$ cat config.mk
export PLATFORM = sky130hd
export DESIGN_NAME = arfm_front
export DESIGN_NICKNAME = d
export VERILOG_FILES = /design/src/hw/rtl/arfm_pkg.sv /design/src/hw/rtl/arfm_front.sv
export SDC_FILE = /design/constraint.sdc
export NUM_CORES = 1
export LEC_CHECK = 0
export ABC_AREA = 1
export BUFFER_PORTS_ARGS = -buffer_cell sky130_fd_sc_hd__buf_2
export CAP_MARGIN = 20
export CORE_MARGIN = 1.5
export CORE_UTILIZATION = 36
export DETAILED_ROUTE_END_ITERATION = 10
export MAX_ROUTING_LAYER = met4
export PLACE_DENSITY = 0.77
export SLEW_MARGIN = 15
export SYNTH_ARGS = -nofsm -noshare
export SYNTH_HDL_FRONTEND = slang
export SYNTH_SLANG_ARGS = --single-unit
export TNS_END_PERCENT = 1
$ cat constraint.sdc
create_clock -name aclk -period 1.5 [get_ports aclk]
set_clock_uncertainty 0.2 [all_clocks]
set_input_delay 0.3 -clock aclk [delete_from_list [all_inputs] [get_ports aclk]]
set_output_delay 0.3 -clock aclk [all_outputs]
set_load 0.02 [all_outputs]
$ cat src/hw/rtl/arfm_pkg.sv
// Shared types and constants for the audio ring FIFO with mono upmix.
// Holds the function codes, register indexes, command and state types.
// No dependencies.
`default_nettype none

package arfm_pkg;

    localparam int FUNC_W     = 2;
    localparam int SAMPLE_W   = 16;
    localparam int FILL_W     = 12;
    localparam int CFG_IDX_W  = 2;
    localparam int CFG_DATA_W = 6;

    localparam logic [FUNC_W-1:0] FUNC_PUSH    = 2'd0;
    localparam logic [FUNC_W-1:0] FUNC_PULL    = 2'd1;
    localparam logic [FUNC_W-1:0] FUNC_RESTART = 2'd2;

    localparam logic [CFG_IDX_W-1:0] REG_PLAYING  = 2'd0;
    localparam logic [CFG_IDX_W-1:0] REG_CHANNELS = 2'd1;
    localparam logic [CFG_IDX_W-1:0] REG_BITS     = 2'd2;

    localparam logic [1:0] CH_MONO      = 2'd1;
    localparam logic [1:0] CH_STEREO    = 2'd2;
    localparam logic [5:0] BITS_16      = 6'd16;

    localparam int CMDQ_DEPTH = 2;
    localparam int CMDQ_AW    = $clog2(CMDQ_DEPTH);

    typedef enum logic [2:0] {
        OP_NOP,
        OP_PUSH1,
        OP_PUSH2,
        OP_PULL,
        OP_RESTART
    } op_t;

    typedef struct packed {
        op_t                        op;
        logic signed [SAMPLE_W-1:0] sample;
    } cmd_t;

    typedef enum logic [1:0] {
        ST_IDLE,
        ST_WR2,
        ST_RD
    } st_t;

endpackage

`default_nettype wire

$ cat src/hw/rtl/arfm_front.sv
// Front end: configuration registers and request classification.
// Turns each input request into a command for the queue. Uses arfm_pkg.
`default_nettype none

module arfm_front (
    input  wire logic                                aclk,
    input  wire logic                                aresetn,
    input  wire logic                                cfg_wr_en,
    input  wire logic [arfm_pkg::CFG_IDX_W-1:0]      cfg_index,
    input  wire logic [arfm_pkg::CFG_DATA_W-1:0]     cfg_data,
    input  wire logic                                s_tvalid,
    output      logic                                s_tready,
    input  wire logic [arfm_pkg::FUNC_W-1:0]         func,
    input  wire logic signed [arfm_pkg::SAMPLE_W-1:0] sample_in,
    input  wire logic                                q_full,
    output      logic                                q_push,
    output      arfm_pkg::cmd_t                      q_cmd
);

    logic       playing_reg;
    logic [1:0] channels_reg;
    logic [5:0] bits_reg;
    logic       fmt_ok;

    always_ff @(posedge aclk) begin
        if (!aresetn) begin
            playing_reg  <= 1'b0;
            channels_reg <= arfm_pkg::CH_STEREO;
            bits_reg     <= arfm_pkg::BITS_16;
        end else if (cfg_wr_en) begin
            unique case (cfg_index)
                arfm_pkg::REG_PLAYING:  playing_reg  <= cfg_data[0];
                arfm_pkg::REG_CHANNELS: channels_reg <= cfg_data[1:0];
                arfm_pkg::REG_BITS:     bits_reg     <= cfg_data;
                default: ;
            endcase
        end
    end

    assign fmt_ok = playing_reg && (bits_reg == arfm_pkg::BITS_16) &&
                    ((channels_reg == arfm_pkg::CH_MONO) ||
                     (channels_reg == arfm_pkg::CH_STEREO));

    always_comb begin
        q_cmd.sample = sample_in;
        q_cmd.op     = arfm_pkg::OP_NOP;
        unique case (func)
            arfm_pkg::FUNC_PUSH: begin
                if (fmt_ok) begin
                    q_cmd.op = (channels_reg == arfm_pkg::CH_MONO) ?
                               arfm_pkg::OP_PUSH2 : arfm_pkg::OP_PUSH1;
                end
            end
            arfm_pkg::FUNC_PULL: begin
                if (playing_reg) begin
                    q_cmd.op = arfm_pkg::OP_PULL;
                end
            end
            arfm_pkg::FUNC_RESTART: q_cmd.op = arfm_pkg::OP_RESTART;
            default:                q_cmd.op = arfm_pkg::OP_NOP;
        endcase
    end

    assign s_tready = !q_full;
    assign q_push   = s_tvalid && !q_full;

endmodule

`default_nettype wire

Yosys cells after proc, flatten, opt, wreduce, memory -nomap -nowiden:

Cells that the tools add are included.

* register bits after elaboration: 9
* input port bits: 31
* output and inout port bits: 21
* logic and storage cells: 24

* equality and inequality tests: 7
* muxes and demuxes: 4
* reductions and logical operators: 10

Operators with widths (number)
* case mux 3 bit (3 select lines): 1
* equality test 2 x 1 -> 1 bit, second input constant: 3
* equality test 2 bit, second input constant: 3
* equality test 6 x 5 -> 1 bit, second input constant: 1
* 2-to-1 mux 2 bit: 3
* AND reduction 2 bit: 3
* zero test 2 bit: 2
* logical AND 1 bit: 3
* zero test 1 bit: 1
* logical OR 1 bit: 1

Logic depth before layout (Yosys ltp):

* depth after elaboration: 5
* depth in mapped cells: 7
* gate-level depth less buffers: 7

Least setup slack after synthesis:

OpenSTA, ideal clock, no wires.

* path type: reg2out
* start point: register channels_reg[1]
* end point: output q_cmd[16] (netlist bit)
* data arrival time: 1.027 ns
* setup slack: -0.027 ns
* cell stages (with the launch flop): 8
* path buffers: 0
* cells stage by stage: dfxtp_1 inv_1 ha_1 inv_1 nand2_1 nor2_1 nand3_1 nand2_1

RTL lines
* from (decl): RTL line arfm_front.sv:21 `logic [1:0] channels_reg;`
* from (signal assigned): RTL line arfm_front.sv:28 `channels_reg <= arfm_pkg::CH_STEREO;`
* from (signal assigned): RTL line arfm_front.sv:33 `arfm_pkg::REG_CHANNELS: channels_reg <= cfg_data[1:0];`
* to (decl): RTL line arfm_front.sv:17 `output arfm_pkg::cmd_t q_cmd`

==> qor.csv <==
stage,metric,value,unit
synth,Synth top cells by count,"16 x buf_4, 13 x inv_1, 13 x nor2_1",
timing,Final Hold Viols,0,
cells_and_area,share of the core filled with cells,0.432,
worst_setup_path,reg2reg start,channels_reg[0],
detailed_routing,post-route ant nets,0,
detailed_routing,Residual DRC,0,
timing,Slew Limit Fails,0,
placed_design,Buffers on Ports,19,
worst_setup_path,crit-path max FO,2,
synth,Synth top area share,0.301,
global_route,first-pass GRT wire length,1860,um
cells_and_area,final net count,130,
outcome,status,"complete, but fails checks",
timing,Final setup viols,2,
timing,minimum clock period,1.78,ns
pwr,Pwr per Cell Area,839,mW/mm^2
hold_path,Hold Path Class,primary input to register,
timing,RSZ-0062 raised after global routing,yes,
cts,Clock Path Buffers,2,
detailed_routing,1st-pass router iterations,4,
timing,Final Cycle Share,1.19,
pwr,internal power,396,uW
synth,Syn. warnings,0,
global_route,pin count of the biggest net entering global routing,10,
pwr,clock share of power,0.337,
synth,Mapped Area,598,um^2
flow_run,Max-Cap Viols,0,
worst_setup_path,crit path to,q_cmd[17],
detailed_routing,Via Count,528,
detailed_routing,total wire length,1050,um
pwr,P_leak,0.340,nW
synth,sequential area share after synthesis,0.301,
synth,Unique masters post-synth,15,
detailed_routing,DR iter-0 viols,7,
cts,TritonCTS clock tree,done,
cts,Root Buffer Master,clkbuf_4,
cts,"Reg clk slew, reported paths",0.07,ns
timing,final worst slack,-0.279,ns
cells_and_area,layout overhead on the synthesized area,10.0,%
floorplanning,Ports,52,
synth,"top cells by area, synth","dfxtp_1 30%, buf_4 20%, inv_1 8.2%",
worst_setup_path,Reg2Reg Depth,3,
synth,number of enable flip-flop cells after synthesis,0,
timing,worst slew pin tran,0.197,ns
synth,Yosys top cell by area,dfxtp_1,
pwr,Logic pwr share,0.192,
placed_design,post-DP HPWL,791,um
outcome,failing checks,setup timing,
cells_and_area,share of cells above drive strength 1,0.381,
synth,Syn Area/Cell,6.65,um^2
floorplanning,core box area,0.00152,mm^2
pwr,Net Sw Power,156,uW
timing,Slew headroom,0.869,
synth,"Top FF cell, synth",dfxtp_1,
floorplanning,die height,43.8,um
worst_setup_path,Worst setup startpoint,channels_reg[0],
cts,hold_buf cts,0,
synth,#FFs+latches synth,9,
placed_design,GPL Wtd Cong,0.768,
floorplanning,die width,43.8,um
synth,Synthesized Nets,122,
detailed_routing,Vias/cell,4.67,
cells_and_area,max reg flops,6,
cts,number of H-tree levels,1,
cts,Post-CTS Setup Bufs,0,
synth,Post-synth ARST share,0,
worst_setup_path,flop2flop setup slack,0.53,ns
cts,later-pin clock latency in the skew report,0.26,ns
global_route,initial antenna violation count,0,
floorplanning,Starting Density,0.392,
pwr,Seq pwr share,0.471,
worst_setup_path,crit path kind,register to output port,
worst_setup_path,crit end category,output port,
timing,Setup TNS,-0.557,ns
detailed_routing,WL per Instance,9.28,um
worst_setup_path,startpoint type of the worst setup path,register,
worst_setup_path,R2R Path End,channels_reg[0],
worst_setup_path,crit path DAT,1.28,ns
worst_setup_path,Critical Path RT,1.00,ns
cells_and_area,# fillers,169,
timing,Peak Freq,562,MHz
pwr,Switching Fraction,0.283,
pwr,VDD IR-drop max,0.387,mV
global_route,Total GRT Usage,0.133,
floorplanning,DIE AREA,0.00191,mm^2
global_route,vias in the first global route,459,
cts,clk sinks,9,
floorplanning,FP Rows,14,
cts,CTS Buf Count,3,
global_route,grt total ovfl,0,
cells_and_area,Antenna Cells,0,
synth,"count leader, synth",buf_4,
synth,Mapped Cells,90,
==> layout make-up <==
class | count | area (um^2) | area share
multi-input combinational | 48 | 253 | 0.384
sequential | 9 | 183 | 0.278
timing repair buffer | 20 | 115 | 0.175
inverter | 16 | 60.1 | 0.0913
clock buffer | 3 | 22.5 | 0.0342
tap | 16 | 20.0 | 0.0304
clock inverter | 1 | 5.00 | 0.00760
==> worst max-delay path: stages (launching register included) <==
cell,delay (ns)
dfxtp_2,0.34
ha_4,0.24
inv_2,0.04
nand2_2,0.04
nor2_2,0.09
nand3_1,0.08
nand2_1,0.08
buf_6,0.11
==> worst min path at each step <==
stage          slack (ns)  cells past startpoint              end       startpoint
2_1_floorplan        0.18                      1  channels_reg[1]          aresetn
3_3_place_gp         0.24                      2  channels_reg[1]  channels_reg[1]
3_5_place_dp         0.24                      2  channels_reg[1]  channels_reg[1]
4_1_cts              0.06                      3      bits_reg[4]      cfg_data[4]
5_1_grt              0.08                      3      bits_reg[4]      cfg_data[4]
6_report             0.06                      3      bits_reg[4]      cfg_data[4]
==> power by group through the flow <==
stage | clock (mW) | sequential (mW) | combinational (mW)
floorplan | 0 | 0.262 | 0.121
global placement | 0 | 0.263 | 0.0964
detailed placement | 0 | 0.263 | 0.0982
CTS | 0.192 | 0.259 | 0.104
global route | 0.202 | 0.261 | 0.121
finish | 0.186 | 0.260 | 0.106
==> metal layers <==
| metal | global-route usage | wire length, um | vias to the layer above |
|---|---|---|---|
| met2 | 0.197 | 455 | 20 |
| met4 | 0.0970 | 13 | 0 |
| met5 | - | 0 | - |
| met1 | 0.162 | 491 | 227 |
| met3 | 0.0208 | 88 | 2 |
| li1 | - | - | 279 |
==> logic make-up (layout without fill, tap and decap cells) <==
| logic type | count (synthesis) | in the layout | synth area share |
|---|---|---|---|
| compound gates | 13 | 13 | 0.111 |
| simple gates | 34 | 34 | 0.257 |
| fa+ha+maj | 1 | 1 | 0.0209 |
| flops | 9 | 9 | 0.301 |
| buf+inv | 33 | 40 | 0.310 |
==> layout by cell type (no fill, tap or decap) <==
master / n
a21oi_1: 6
a31oi_1: 1
buf_2: 17
buf_4: 1
buf_6: 2
clkbuf_4: 3
clkinv_2: 1
dfxtp_1: 7
dfxtp_2: 2
ha_4: 1
inv_1: 11
inv_2: 5
nand2_1: 8
nand2_2: 2
nand3_1: 8
nand3_2: 1
nand4_1: 1
nor2_1: 12
nor2_2: 1
nor2_4: 1
o21ai_1: 6
==> repair_timing <==
item	in CTS	in global routing
gates resized for setup	8	3
setup endpoints to repair	2	2
pin swaps	6	3
==> metrics by stage <==
| step | instances | cell area (um^2) | setup slack, ns | total power, mW | hold WS (ns) |
|---|---|---|---|---|---|
| after floorplan | 90 | 601 | -0.0269 | 0.383 | 0.185 |
| after global placement | 109 | 598 | -0.108 | 0.360 | 0.241 |
| after detailed placement | 109 | 598 | -0.134 | 0.361 | 0.244 |
| after CTS | 113 | 652 | -0.359 | 0.554 | 0.0604 |
| after global routing | 113 | 658 | -0.373 | 0.584 | 0.0777 |
| final | 113 | 658 | -0.279 | 0.552 | 0.0639 |
Note: power is estimated with default switching activity, not from simulation.
