--- config.mk ---
export PLATFORM = sky130hd
export DESIGN_NAME = arfm_cmd_queue
export DESIGN_NICKNAME = d
export VERILOG_FILES = /design/src/hw/rtl/arfm_pkg.sv /design/src/hw/rtl/arfm_cmd_queue.sv
export SDC_FILE = /design/constraint.sdc
export NUM_CORES = 1
export LEC_CHECK = 0
export BUFFER_PORTS_ARGS = -buffer_cell sky130_fd_sc_hd__buf_2
export CORE_AREA = 4 4 50 74
export CTS_CLUSTER_DIAMETER = 30
export DETAILED_ROUTE_END_ITERATION = 7
export DIE_AREA = 0 0 54 78
export PLACE_DENSITY = 0.88
export SYNTH_ARGS = -nofsm -noshare
export SYNTH_HDL_FRONTEND = slang
export SYNTH_SLANG_ARGS = --single-unit
--- constraint.sdc ---
create_clock -name aclk -period 2.5 [get_ports aclk]
set_input_delay 0.125 -clock aclk [delete_from_list [all_inputs] [get_ports aclk]]
set_output_delay 0.125 -clock aclk [all_outputs]
set_load 0.01 [all_outputs]
--- src/hw/rtl/arfm_pkg.sv ---
// Shared types and constants for the audio ring FIFO with mono upmix.
// Holds the function codes, register indexes, command and state types.
// No dependencies.
`default_nettype none

package arfm_pkg;

    localparam int FUNC_W     = 2;
    localparam int SAMPLE_W   = 16;
    localparam int FILL_W     = 12;
    localparam int CFG_IDX_W  = 2;
    localparam int CFG_DATA_W = 6;

    localparam logic [FUNC_W-1:0] FUNC_PUSH    = 2'd0;
    localparam logic [FUNC_W-1:0] FUNC_PULL    = 2'd1;
    localparam logic [FUNC_W-1:0] FUNC_RESTART = 2'd2;

    localparam logic [CFG_IDX_W-1:0] REG_PLAYING  = 2'd0;
    localparam logic [CFG_IDX_W-1:0] REG_CHANNELS = 2'd1;
    localparam logic [CFG_IDX_W-1:0] REG_BITS     = 2'd2;

    localparam logic [1:0] CH_MONO      = 2'd1;
    localparam logic [1:0] CH_STEREO    = 2'd2;
    localparam logic [5:0] BITS_16      = 6'd16;

    localparam int CMDQ_DEPTH = 2;
    localparam int CMDQ_AW    = $clog2(CMDQ_DEPTH);

    typedef enum logic [2:0] {
        OP_NOP,
        OP_PUSH1,
        OP_PUSH2,
        OP_PULL,
        OP_RESTART
    } op_t;

    typedef struct packed {
        op_t                        op;
        logic signed [SAMPLE_W-1:0] sample;
    } cmd_t;

    typedef enum logic [1:0] {
        ST_IDLE,
        ST_WR2,
        ST_RD
    } st_t;

endpackage

`default_nettype wire

--- src/hw/rtl/arfm_cmd_queue.sv ---
// Two-entry command queue between front end and ring engine.
// Uses arfm_pkg for the command type and depth.
`default_nettype none

module arfm_cmd_queue (
    input  wire logic           aclk,
    input  wire logic           aresetn,
    input  wire logic           push,
    input  wire arfm_pkg::cmd_t push_cmd,
    output      logic           full,
    input  wire logic           pop,
    output      logic           valid,
    output      arfm_pkg::cmd_t head
);

    localparam int AW = arfm_pkg::CMDQ_AW;

    arfm_pkg::cmd_t entry_reg [arfm_pkg::CMDQ_DEPTH];
    logic [AW-1:0]  wr_ptr_reg, wr_ptr_next;
    logic [AW-1:0]  rd_ptr_reg, rd_ptr_next;
    logic [AW:0]    count_reg, count_next;

    assign full  = (count_reg == (AW+1)'(arfm_pkg::CMDQ_DEPTH));
    assign valid = (count_reg != '0);
    assign head  = entry_reg[rd_ptr_reg];

    always_comb begin
        wr_ptr_next = push ? wr_ptr_reg + 1'b1 : wr_ptr_reg;
        rd_ptr_next = pop  ? rd_ptr_reg + 1'b1 : rd_ptr_reg;
        count_next  = count_reg;
        if (push && !pop) begin
            count_next = count_reg + 1'b1;
        end else if (pop && !push) begin
            count_next = count_reg - 1'b1;
        end
    end

    always_ff @(posedge aclk) begin
        if (!aresetn) begin
            wr_ptr_reg <= '0;
            rd_ptr_reg <= '0;
            count_reg  <= '0;
        end else begin
            wr_ptr_reg <= wr_ptr_next;
            rd_ptr_reg <= rd_ptr_next;
            count_reg  <= count_next;
        end
    end

    always_ff @(posedge aclk) begin
        if (push) begin
            entry_reg[wr_ptr_reg] <= push_cmd;
        end
    end

endmodule

`default_nettype wire

; ---- Yosys cells after proc, flatten, opt, wreduce, memory -nomap -nowiden
; Memory sizes are Yosys's and may differ from the RTL's. A register that Yosys moved wholly into a read port is not among the register bits.
; Cells that the tools add are included.
[word_totals]
regBits = 4
ramBits = 38
in_bits = 23
output_inout_bits = 21
word_cells = 21
memories = 1
[mem_list]
columns = memory, depth, word_bits, read_ports, rd_clocked_by_memory_dff, wr, line
row1 = entry_reg, 2, 19, 1, 1, 1, arfm_cmd_queue.sv:18  ; arfm_pkg::cmd_t entry_reg [arfm_pkg::CMDQ_DEPTH];
[op_classes]
n_addsub = 4
eq_ne = 1
n_mux = 6
n_reduce_logical = 6
[op_table]
columns = op, count
row1 = 1-bit two-way mux, 4
row2 = 2-bit two-way mux, 2
row3 = 2-bit nonzero test, 2
row4 = "1-bit adder, second input constant", 2
row5 = "2-bit by 1-bit adder with 2-bit output, second input constant", 1
row6 = "2-bit == test, second input constant", 1
row7 = 1-bit logical AND, 2
row8 = 1-bit zero test, 2
row9 = "2-bit by 1-bit subtractor with 2-bit output, second input constant", 1

; ---- Depth between registers and ports, before layout
; Gate-level depths: netlist of run 1.
[depth]
word_depth = 4
depth_mapped = 5

; ---- Worst setup path before layout of run 1
; Ideal clock, no wire load.
[synth_path]
kind = register -> register
from = register wr_ptr_reg
to = memory entry_reg[0][0] (netlist bit), enable pin
setup_time_ps = 398
arrival_time_ps = 1209
path_slack_ps = 893
path_stages_with_launch = 2
path_buffers = 0
path_cell_list = dfxtp_1 nor2b_1
[synth_lines]
columns = item, line
row1 = start: declaration, arfm_cmd_queue.sv:19  ; logic [AW-1:0] wr_ptr_reg, wr_ptr_next;
row2 = start signal: assignment, arfm_cmd_queue.sv:44  ; wr_ptr_reg <= wr_ptr_next;
row3 = end: declaration, arfm_cmd_queue.sv:18
; Straight into the memory's write port.

==> flow_metrics.tcl, run 1 <==
set metrics [dict create \
    status "completed" \
    syn_avg_cell_area_um2 19.7 \
    post_cts.repair.setup_buffers 0 \
    grt_pass1_vias 906 \
    vias 842 \
    dr.first_iter.drc_count 14 \
    cts_inserted_buffers 5 \
    cts_tree "yes" \
    wire_per_inst_um 15.2 \
    route.detailed.drc 0 \
    p_leak_nw 0.753 \
    drive_gt1_share_pct 55.3 \
    cts_resized 0 \
    ir_drop_v 0.000496 \
    coreArea_mm2 0.00310 \
    sequentialPowerShare_pct 59.4 \
    placed_cells 164 \
    cp-start-kind "flip-flop" \
    p_per_area_mw_per_mm2 728 \
    required_ns 2.38 \
    grtUsageTotal_pct 13.7 \
    first_pass_iters 4 \
    period_minus_slack_ns 1.49 \
    insertion_delay_ns 0.29 \
    hold_path_class "input pin to flip-flop" \
    diodes 0 \
    viasPerCell 4.90 \
    seq_area_frac_synth_pct 77.9 \
    num_rows 25 \
    post-route-period-util_pct 59.7 \
    final_cell_area_mm2 0.00194 \
    synth_nets 105 \
    drv_slew 0 \
    grt_setup_unrepaired "no" \
    netlist_area_mm2 0.00159 \
    routed_wl_mm 2.61 \
    worstPathArrival_ns 1.37 \
    max_slew.worst_pin.slew_ns 0.842 \
    synth_warnings 0 \
    critical_path_class "flip-flop to output pin" \
    syn_to_final_growth_pct 21.8 \
    max_freq_mhz 670 \
    gp_congestion 0.628 \
    hold_viol 0 \
    ios 44 \
    grt_pass1_wl_mm 4.04 \
    worst-path-max-fanout 19 \
    p_sw_mw 0.302 \
    internal_power_mw 1.11 \
    largest_reg_flops 38 \
    cts_hold_buf 0 \
    maxCapViolations 0 \
    yosysUniqueCellTypes 17 \
    grt-ovfl-total 0 \
    final_antenna_net_count 0 \
    portBuffers 43 \
    setup_viol 0 \
    cts_sinks 43 \
    cts_buffer_depth 2 \
    synth-seq-cells 43 \
    fin_tns_setup_ns 0 \
    antenna_found_initial 0 \
    htreeDepth 2 \
    slew_headroom_pct 43.9 \
    placed_cell_area_mm2 0.00186 \
    final_common_cell "buf_2" \
    layout_common_cells "buf_2 (43), edfxtp_1 (38), mux2_2 (19), dfxtp_1 (5), clkbuf_8 (5)" \
    critPathCaptureType "output pin" \
    comb_power_share_pct 12.5 \
    clkTransAtPathRegs_ns 0.07 \
    die_height_um 78 \
    fin_worst_skew_ns 0.00495 \
    start_util_pct 51.4 \
    nNetsFinal 155 \
    root_buffer "clkbuf_8" \
    sw_frac_of_total_pct 21.3 \
    die_area_mm2 0.00421 \
    synth_cells 81 \
    dp_hpwl_mm 1.96 \
    grt_max_degree 20 \
    stdcell_count 172 \
    clockPowerShare_pct 28.1 \
    chipWidth_um 54 \
]
## critical path: stages, from the launching register on
cell and delay, ns:
dfxtp_1 0.31, buf_4 0.26, mux2_2 0.38, buf_2 0.14
## metal layers
layer / up-vias / track usage, % / part of all wire (%) / routed length (µm)
li1: 401 / - / - / -
met1: 402 / 13.8 / 36 / 948
met2: 35 / 23.5 / 54 / 1420
met3: 4 / 5.57 / 7.7 / 201
met4: 0 / 5.99 / 1.6 / 42
met5: - / 0 / 0 / 0
## cell usage after synthesis
cell type | instances | area share, %
a21boi_1 | 1 | 0.47
and2_1 | 4 | 1.6
and2b_2 | 1 | 0.55
buf_2 | 1 | 0.31
buf_6 | 1 | 0.71
dfxtp_1 | 5 | 6.3
edfxtp_1 | 38 | 72
ha_1 | 1 | 0.79
inv_1 | 1 | 0.24
mux2_2 | 19 | 13
nor2b_1 | 2 | 0.79
o21a_1 | 1 | 0.47
o21ai_0 | 1 | 0.31
or2_2 | 1 | 0.39
or3_1 | 1 | 0.39
xnor2_1 | 1 | 0.55
xor2_1 | 2 | 1.1
## final timing paths
kind	cells after the start	endpoint	slack [ns]	from
worst max-delay path	3	head[6]	1.01	flip-flop
worst min-delay path	1	entry_reg[1][8]	0.03	push_cmd[8]
worst max register to register	1	entry_reg[1][17]	1.09	wr_ptr_reg
worst min register to register	2	count_reg[1]	0.53	count_reg[1]
## per-stage QoR
stage	worst slack (ns)	utilization, %	hold slack (ns)	total power [mW]
floorplan	0.893	-	0.224	0.959
global placement	1.13	60.0	0.316	1.02
detailed placement	1.07	60.0	0.318	1.04
CTS	0.989	62.7	0.0100	1.44
global route	0.933	62.7	0.00573	1.49
finish	1.01	62.7	0.0265	1.41
## power groups by stage
stage	registers (mW)	clock network, mW	logic [mW]
finish	0.840	0.397	0.176
global route	0.843	0.456	0.193
CTS	0.840	0.414	0.180
detailed placement	0.856	0	0.179
global placement	0.852	0	0.171
floorplan	0.851	0	0.108
## kinds of logic (layout without fill, tap and decap cells)
logic type      after synthesis  after routing  share of synthesized area (%)
fa+ha+maj                     1              1                          0.785
simple gates                  9              9                           3.69
mux                          19             19                           13.4
buf+inv                       3             54                           1.26
xor+xnor                      3              3                           1.65
compound gates                3              3                           1.26
flops                        43             43                           77.9
## area by class of cell
type | count | area [µm²]
clock buffer | 7 | 76.3
clock inverter | 1 | 5.00
fill | 231 | 1160
inverter | 1 | 3.75
multi-input combinational | 35 | 334
sequential | 43 | 1240
tap | 40 | 50.0
timing repair buffer | 45 | 230
(Power assumes the default switching activity.)
==> run 2, diff against run 1 <==
--- a/config.mk
+++ b/config.mk
@@ -5,12 +5,13 @@
 export SDC_FILE = /design/constraint.sdc
 export NUM_CORES = 1
 export LEC_CHECK = 0
+export ABC_AREA = 1
 export BUFFER_PORTS_ARGS = -buffer_cell sky130_fd_sc_hd__buf_2
-export CORE_AREA = 4 4 50 74
+export CORE_AREA = 4 4 54 81
 export CTS_CLUSTER_DIAMETER = 30
 export DETAILED_ROUTE_END_ITERATION = 7
-export DIE_AREA = 0 0 54 78
-export PLACE_DENSITY = 0.88
+export DIE_AREA = 0 0 58 85
+export PLACE_DENSITY = 0.81
 export SYNTH_ARGS = -nofsm -noshare
 export SYNTH_HDL_FRONTEND = slang
 export SYNTH_SLANG_ARGS = --single-unit
==> constraint.sdc (replaced) <==
create_clock -name aclk -period 1.25 [get_ports aclk]
set_input_delay 0.0625 -clock aclk [delete_from_list [all_inputs] [get_ports aclk]]
set_output_delay 0.0625 -clock aclk [all_outputs]
set_load 0.01 [all_outputs]
==> run 2 against run 1 <==
Compared with the run above:
- synthesized area is 3.7% higher
- core utilization grew 4.1 points
- worst hold slack better by 0.0082 ns
- sequential power increased by 100%
- critical path type unchanged
- cell area is 26% higher
- critical endpoint is now head[5]
- largest power group unchanged
- critical path depth did not move
- first-iteration DRC count increased by 79%
- the flow now finishes with violations (setup timing)
- combinational power increased to 3.0 times the previous value
==> flow_metrics.tcl, run 2 <==
set metrics [dict create \
    synth_warnings 0 \
    yosysTopAreaCellShare_pct 69.1 \
    seq_area_frac_synth_pct 75.2 \
    hold_viol 0 \
    synth_cells 94 \
    synth_nets 118 \
    post_cts.repair.setup_buffers 0 \
    worstPathArrival_ns 1.29 \
    synth_top_area_cell "edfxtp_1" \
    slew_headroom_pct 90.4 \
    fin_worst_skew_ns 0.00175 \
    cp-start-kind "flip-flop" \
    grt_pass1_vias 1040 \
    dp_hpwl_mm 2.11 \
    hold_slack_ns 0.0348 \
    viasPerCell 4.68 \
    synthTopCellsByCount "edfxtp_1 (38), mux2_4 (10), mux2_2 (9), nand2_1 (9)" \
    critical_path_class "flip-flop to output pin" \
    vias 982 \
    status "complete, but fails checks" \
    synth-seq-cells 43 \
    final_antenna_net_count 0 \
    drv_slew 0 \
    wire_per_inst_um 14.4 \
    synthFlopType "edfxtp_1" \
    first_pass_iters 4 \
    cts_buffer_depth 2 \
    die_height_um 85 \
    grtUsageTotal_pct 13.1 \
    fin_tns_setup_ns -1.54 \
    syn_avg_cell_area_um2 17.6 \
    cts_tree "yes" \
    yosysUniqueCellTypes 14 \
    critPathCaptureType "output pin" \
    start_util_pct 45.3 \
    synth_area_leaders "edfxtp_1 (69%), mux2_4 (9.1%), mux2_2 (6.1%), dfxtp_1 (6.1%), nand2_1 (2.0%)" \
    grt_max_degree 20 \
    grt-ovfl-total 0 \
    cts_sinks 43 \
    p_leak_nw 1.02 \
    dr.first_iter.drc_count 25 \
    htreeDepth 2 \
    portBuffers 43 \
    layout_common_cells "edfxtp_1 (38), buf_2 (24), mux2_4 (19), dlygate4sd3_1 (19), buf_6 (19)" \
    worst-path-max-fanout 5 \
    nNetsFinal 190 \
    setup_slack_ns -0.0997 \
    required_ns 1.19 \
    netlist_area_mm2 0.00165 \
    max_freq_mhz 741 \
    root_buffer "clkbuf_8" \
    largest_reg_flops 38 \
    antenna_found_initial 0 \
    ir_drop_v 0.000960 \
    cts_inserted_buffers 5 \
    post-route-period-util_pct 108 \
    violations "setup timing" \
    fillers 246 \
    final_common_cell "edfxtp_1" \
    placed_cells 181 \
    setup_viol 19 \
    route.detailed.drc 0 \
    power_mw 3.02 \
    synthMostInstantiatedCell "edfxtp_1" \
    clkTransAtPathRegs_ns 0.07 \
    chipWidth_um 58 \
    drive_gt1_share_pct 45.5 \
    insertion_delay_ns 0.28 \
    synth_edf_count 38 \
    pre_cts_ws_ns 0.164 \
    grt_setup_unrepaired "yes" \
    hold_path_class "input pin to flip-flop" \
    stdcell_count 210 \
    coreArea_mm2 0.00365 \
    grt_pass1_wl_mm 4.80 \
    max_slew.worst_pin.slew_ns 0.143 \
    period_minus_slack_ns 1.35 \
    synthArstFlopShare_pct 0 \
    gp_congestion 0.669 \
    syn_to_final_growth_pct 47.5 \
    routed_wl_mm 3.03 \
    maxCapViolations 0 \
    num_rows 27 \
    diodes 0 \
    die_area_mm2 0.00493 \
    p_per_area_mw_per_mm2 1240 \
    ios 44 \
]
-- run 2: path summary, 6_finish.rpt --
| path | endpoint | slack, ns | startpoint | cells after the start |
|---|---|---|---|---|
| worst max-delay path | head[5] | -0.1 | flip-flop | 3 |
| worst min register to register | rd_ptr_reg | 0.51 | rd_ptr_reg | 2 |
| worst max register to register | entry_reg[1][14] | 0.25 | wr_ptr_reg | 3 |
| worst min-delay path | wr_ptr_reg | 0.03 | aresetn | 3 |
-- run 2: metrics by stage --
| stage | util (%) | cell area, µm² |
|---|---|---|
| 2_1_floorplan | - | 1650 |
| 3_3_place_gp | 53.5 | 1950 |
| 3_5_place_dp | 53.5 | 1950 |
| 4_1_cts | 65.2 | 2380 |
| 5_1_grt | 66.8 | 2440 |
| 6_report | 66.8 | 2440 |
-- run 2: area by class of cell --
class	count	area [µm²]	area share [%]
flip-flops and latches	43	1240	51.1
multi-input cells	41	385	15.8
repair buffers	67	637	26.1
clock inverters	2	12.5	0.514
clock buffers	6	72.6	2.98
inverters	8	30.0	1.23
well taps	43	53.8	2.21
-- run 2: timing repair --
action                     CTS  global route
resized for setup           23             8
gates cloned                 1             1
hold endpoints to repair    38             0
setup endpoints to repair   19            19
hold buffers                19             0
-- run 2: logic make-up (layout without fill, tap and decap cells) --
| group | count (synthesis) | in the layout | share of synthesized area, % |
|---|---|---|---|
| AO/OA/AOI/OAI | 2 | 2 | 0.605 |
| AND/OR/NAND/NOR | 19 | 19 | 4.55 |
| flip-flops | 43 | 43 | 75.2 |
| multiplexers | 19 | 19 | 15.2 |
| buffers and inverters | 10 | 83 | 3.71 |
| adder cells (fa/ha/maj) | 1 | 1 | 0.757 |
-- run 2: critical path: stages, from the launching register on --
cell and delay, ns:
dfxtp_4 0.41, clkbuf_16 0.17, mux2_4 0.30, buf_6 0.12
-- run 2: routing by layer --
metal	track usage [%]	share of wire (%)
met3	3.81	5.5
met4	5.06	1.6
met2	24.8	58
met1	12.8	35
met5	0	0
-- run 2: report_power, final --
part | switching [mW] | internal (mW) | total (mW)
registers | 0.0333 | 1.65 | 1.68
clock network | 0.424 | 0.390 | 0.814
logic | 0.203 | 0.320 | 0.522
total | 0.661 | 2.36 | 3.02
==> run 3, diff against run 2 <==
--- a/config.mk
+++ b/config.mk
@@ -15,3 +15,4 @@
 export SYNTH_ARGS = -nofsm -noshare
 export SYNTH_HDL_FRONTEND = slang
 export SYNTH_SLANG_ARGS = --single-unit
+export TNS_END_PERCENT = 1
==> run 3 against run 2 <==
Compared with the run above:
- the run still ends with setup timing left
- critical path depth is the same
- fmax barely moved
- sequential share of layout area unchanged
- register-to-register slack is essentially flat
- cell area did not move
- largest cell class unchanged
==> flow_metrics.tcl, run 3 (synthesized netlist as in run 2, its figures left out) <==
set metrics [dict create \
    portBuffers 43 \
    fin_worst_skew_ns 0.00225 \
    antenna_found_initial 0 \
    reg2reg_depth 3 \
    worst-path-max-fanout 5 \
    htreeDepth 2 \
    vias 981 \
    period_minus_slack_ns 1.35 \
    min_path_cells 3 \
    grtUsageTotal_pct 13.1 \
    p_leak_nw 1.02 \
    wire_per_inst_um 14.4 \
    utilization_pct 66.8 \
    final_antenna_net_count 0 \
    ir_drop_v 0.000961 \
    viasPerCell 4.67 \
    gp_congestion 0.669 \
    die_area_mm2 0.00493 \
    root_buffer "clkbuf_8" \
    hold_end "wr_ptr_reg" \
    cts_sinks 43 \
    insertion_delay_ns 0.28 \
    coreArea_mm2 0.00365 \
    dp_hpwl_mm 2.11 \
    worstHoldStart "aresetn" \
    setup_viol 19 \
    drive_gt1_share_pct 45.5 \
    clockPowerShare_pct 26.9 \
    grt_pass1_vias 1041 \
    placed_cells 181 \
    status "complete, but fails checks" \
    reg2reg_from "wr_ptr_reg" \
    critPathCaptureType "output pin" \
    largest_reg_flops 38 \
    max_slew.worst_pin.slew_ns 0.143 \
    comb_power_share_pct 17.3 \
    critical_path_class "flip-flop to output pin" \
    slew_headroom_pct 90.4 \
    clkTransAtPathRegs_ns 0.07 \
    syn_to_final_growth_pct 47.5 \
    worstPathArrival_ns 1.29 \
    violations "setup timing" \
    reg2reg_to "entry_reg[1][14]" \
    ios 44 \
    first_pass_iters 3 \
    hold_slack_ns 0.0344 \
    post_cts.repair.setup_buffers 0 \
    start_util_pct 45.3 \
    maxCapViolations 0 \
    layout_common_cells "edfxtp_1 (38), buf_2 (24), mux2_4 (19), dlygate4sd3_1 (19), buf_6 (19)" \
    final_common_cell "edfxtp_1" \
    p_sw_mw 0.660 \
    grt_max_degree 20 \
    cts_tree "yes" \
    cp-start-kind "flip-flop" \
    grt_setup_unrepaired "yes" \
    power_mw 3.02 \
    cts_buffer_depth 2 \
    internal_power_mw 2.36 \
    grt-ovfl-total 0 \
    post-route-period-util_pct 108 \
    die_height_um 85 \
    sequentialPowerShare_pct 55.8 \
    sw_frac_of_total_pct 21.9 \
    p_per_area_mw_per_mm2 1240 \
    dr.first_iter.drc_count 20 \
    drv_slew 0 \
    hold_viol 0 \
    max_freq_mhz 741 \
    num_rows 27 \
    grt_pass1_wl_mm 4.80 \
    hold_path_class "input pin to flip-flop" \
    diodes 0 \
    route.detailed.drc 0 \
    routed_wl_mm 3.03 \
    cts_inserted_buffers 5 \
    r2r_setup_slack_ns 0.24 \
    chipWidth_um 58 \
    stdcell_count 210 \
    pre_cts_ws_ns 0.164 \
    required_ns 1.19 \
    setup_slack_ns -0.0994 \
    nNetsFinal 190 \
]
-- run 3: cell counts in the layout (fill, tap and decap cells not counted) --
No cell type changed its count.
-- run 3: cell type report --
| cell class | count | area (µm²) |
|---|---|---|
| fillers | 246 | 1210 |
| clock buffers | 6 | 72.6 |
| clock inverters | 2 | 12.5 |
| multi-input cells | 41 | 385 |
| flip-flops and latches | 43 | 1240 |
| inverters | 8 | 30.0 |
| well taps | 43 | 53.8 |
| repair buffers | 67 | 637 |
-- run 3: critical path, stage by stage, from the launching register on --
cell,delay [ns]
dfxtp_4,0.41
clkbuf_16,0.17
mux2_4,0.30
buf_6,0.12
-- run 3: how the worst max path moves through the flow --
stage                       to  cells after the start
2_1_floorplan  entry_reg[0][0]                      1
3_3_place_gp          head[16]                      3
3_5_place_dp           head[8]                      3
4_1_cts               head[16]                      3
5_1_grt                head[8]                      3
6_report               head[5]                      3
-- run 3: what timing repair did --
action,in CTS,in global routing
resized for setup,23,8
endpoints found under the hold margin,38,0
cloned,1,1
hold buffers,19,0
endpoints found under the setup margin,19,19
-- run 3: routing by layer --
| metal | global-route usage [%] | vias up | share of wire (%) |
|---|---|---|---|
| li1 | - | 483 | - |
| met1 | 12.8 | 457 | 35 |
| met2 | 24.8 | 35 | 58 |
| met3 | 3.81 | 6 | 5.5 |
| met4 | 5.06 | 0 | 1.6 |
| met5 | 0 | - | 0 |
-- run 3: through the flow --
stage,setup TNS [ns],area (µm²)
global route,-2.27,2440
floorplan,0,1650
CTS,-1.63,2380
global placement,0,1950
finish,-1.54,2440
detailed placement,0,1950
-- run 3: power groups by stage --
stage | clock [mW] | sequential (mW) | combinational [mW]
after floorplan | 0 | 1.70 | 0.216
after global placement | 0 | 1.70 | 0.344
after detailed placement | 0 | 1.71 | 0.364
after CTS | 0.837 | 1.68 | 0.499
after global routing | 0.896 | 1.69 | 0.559
final | 0.814 | 1.68 | 0.522
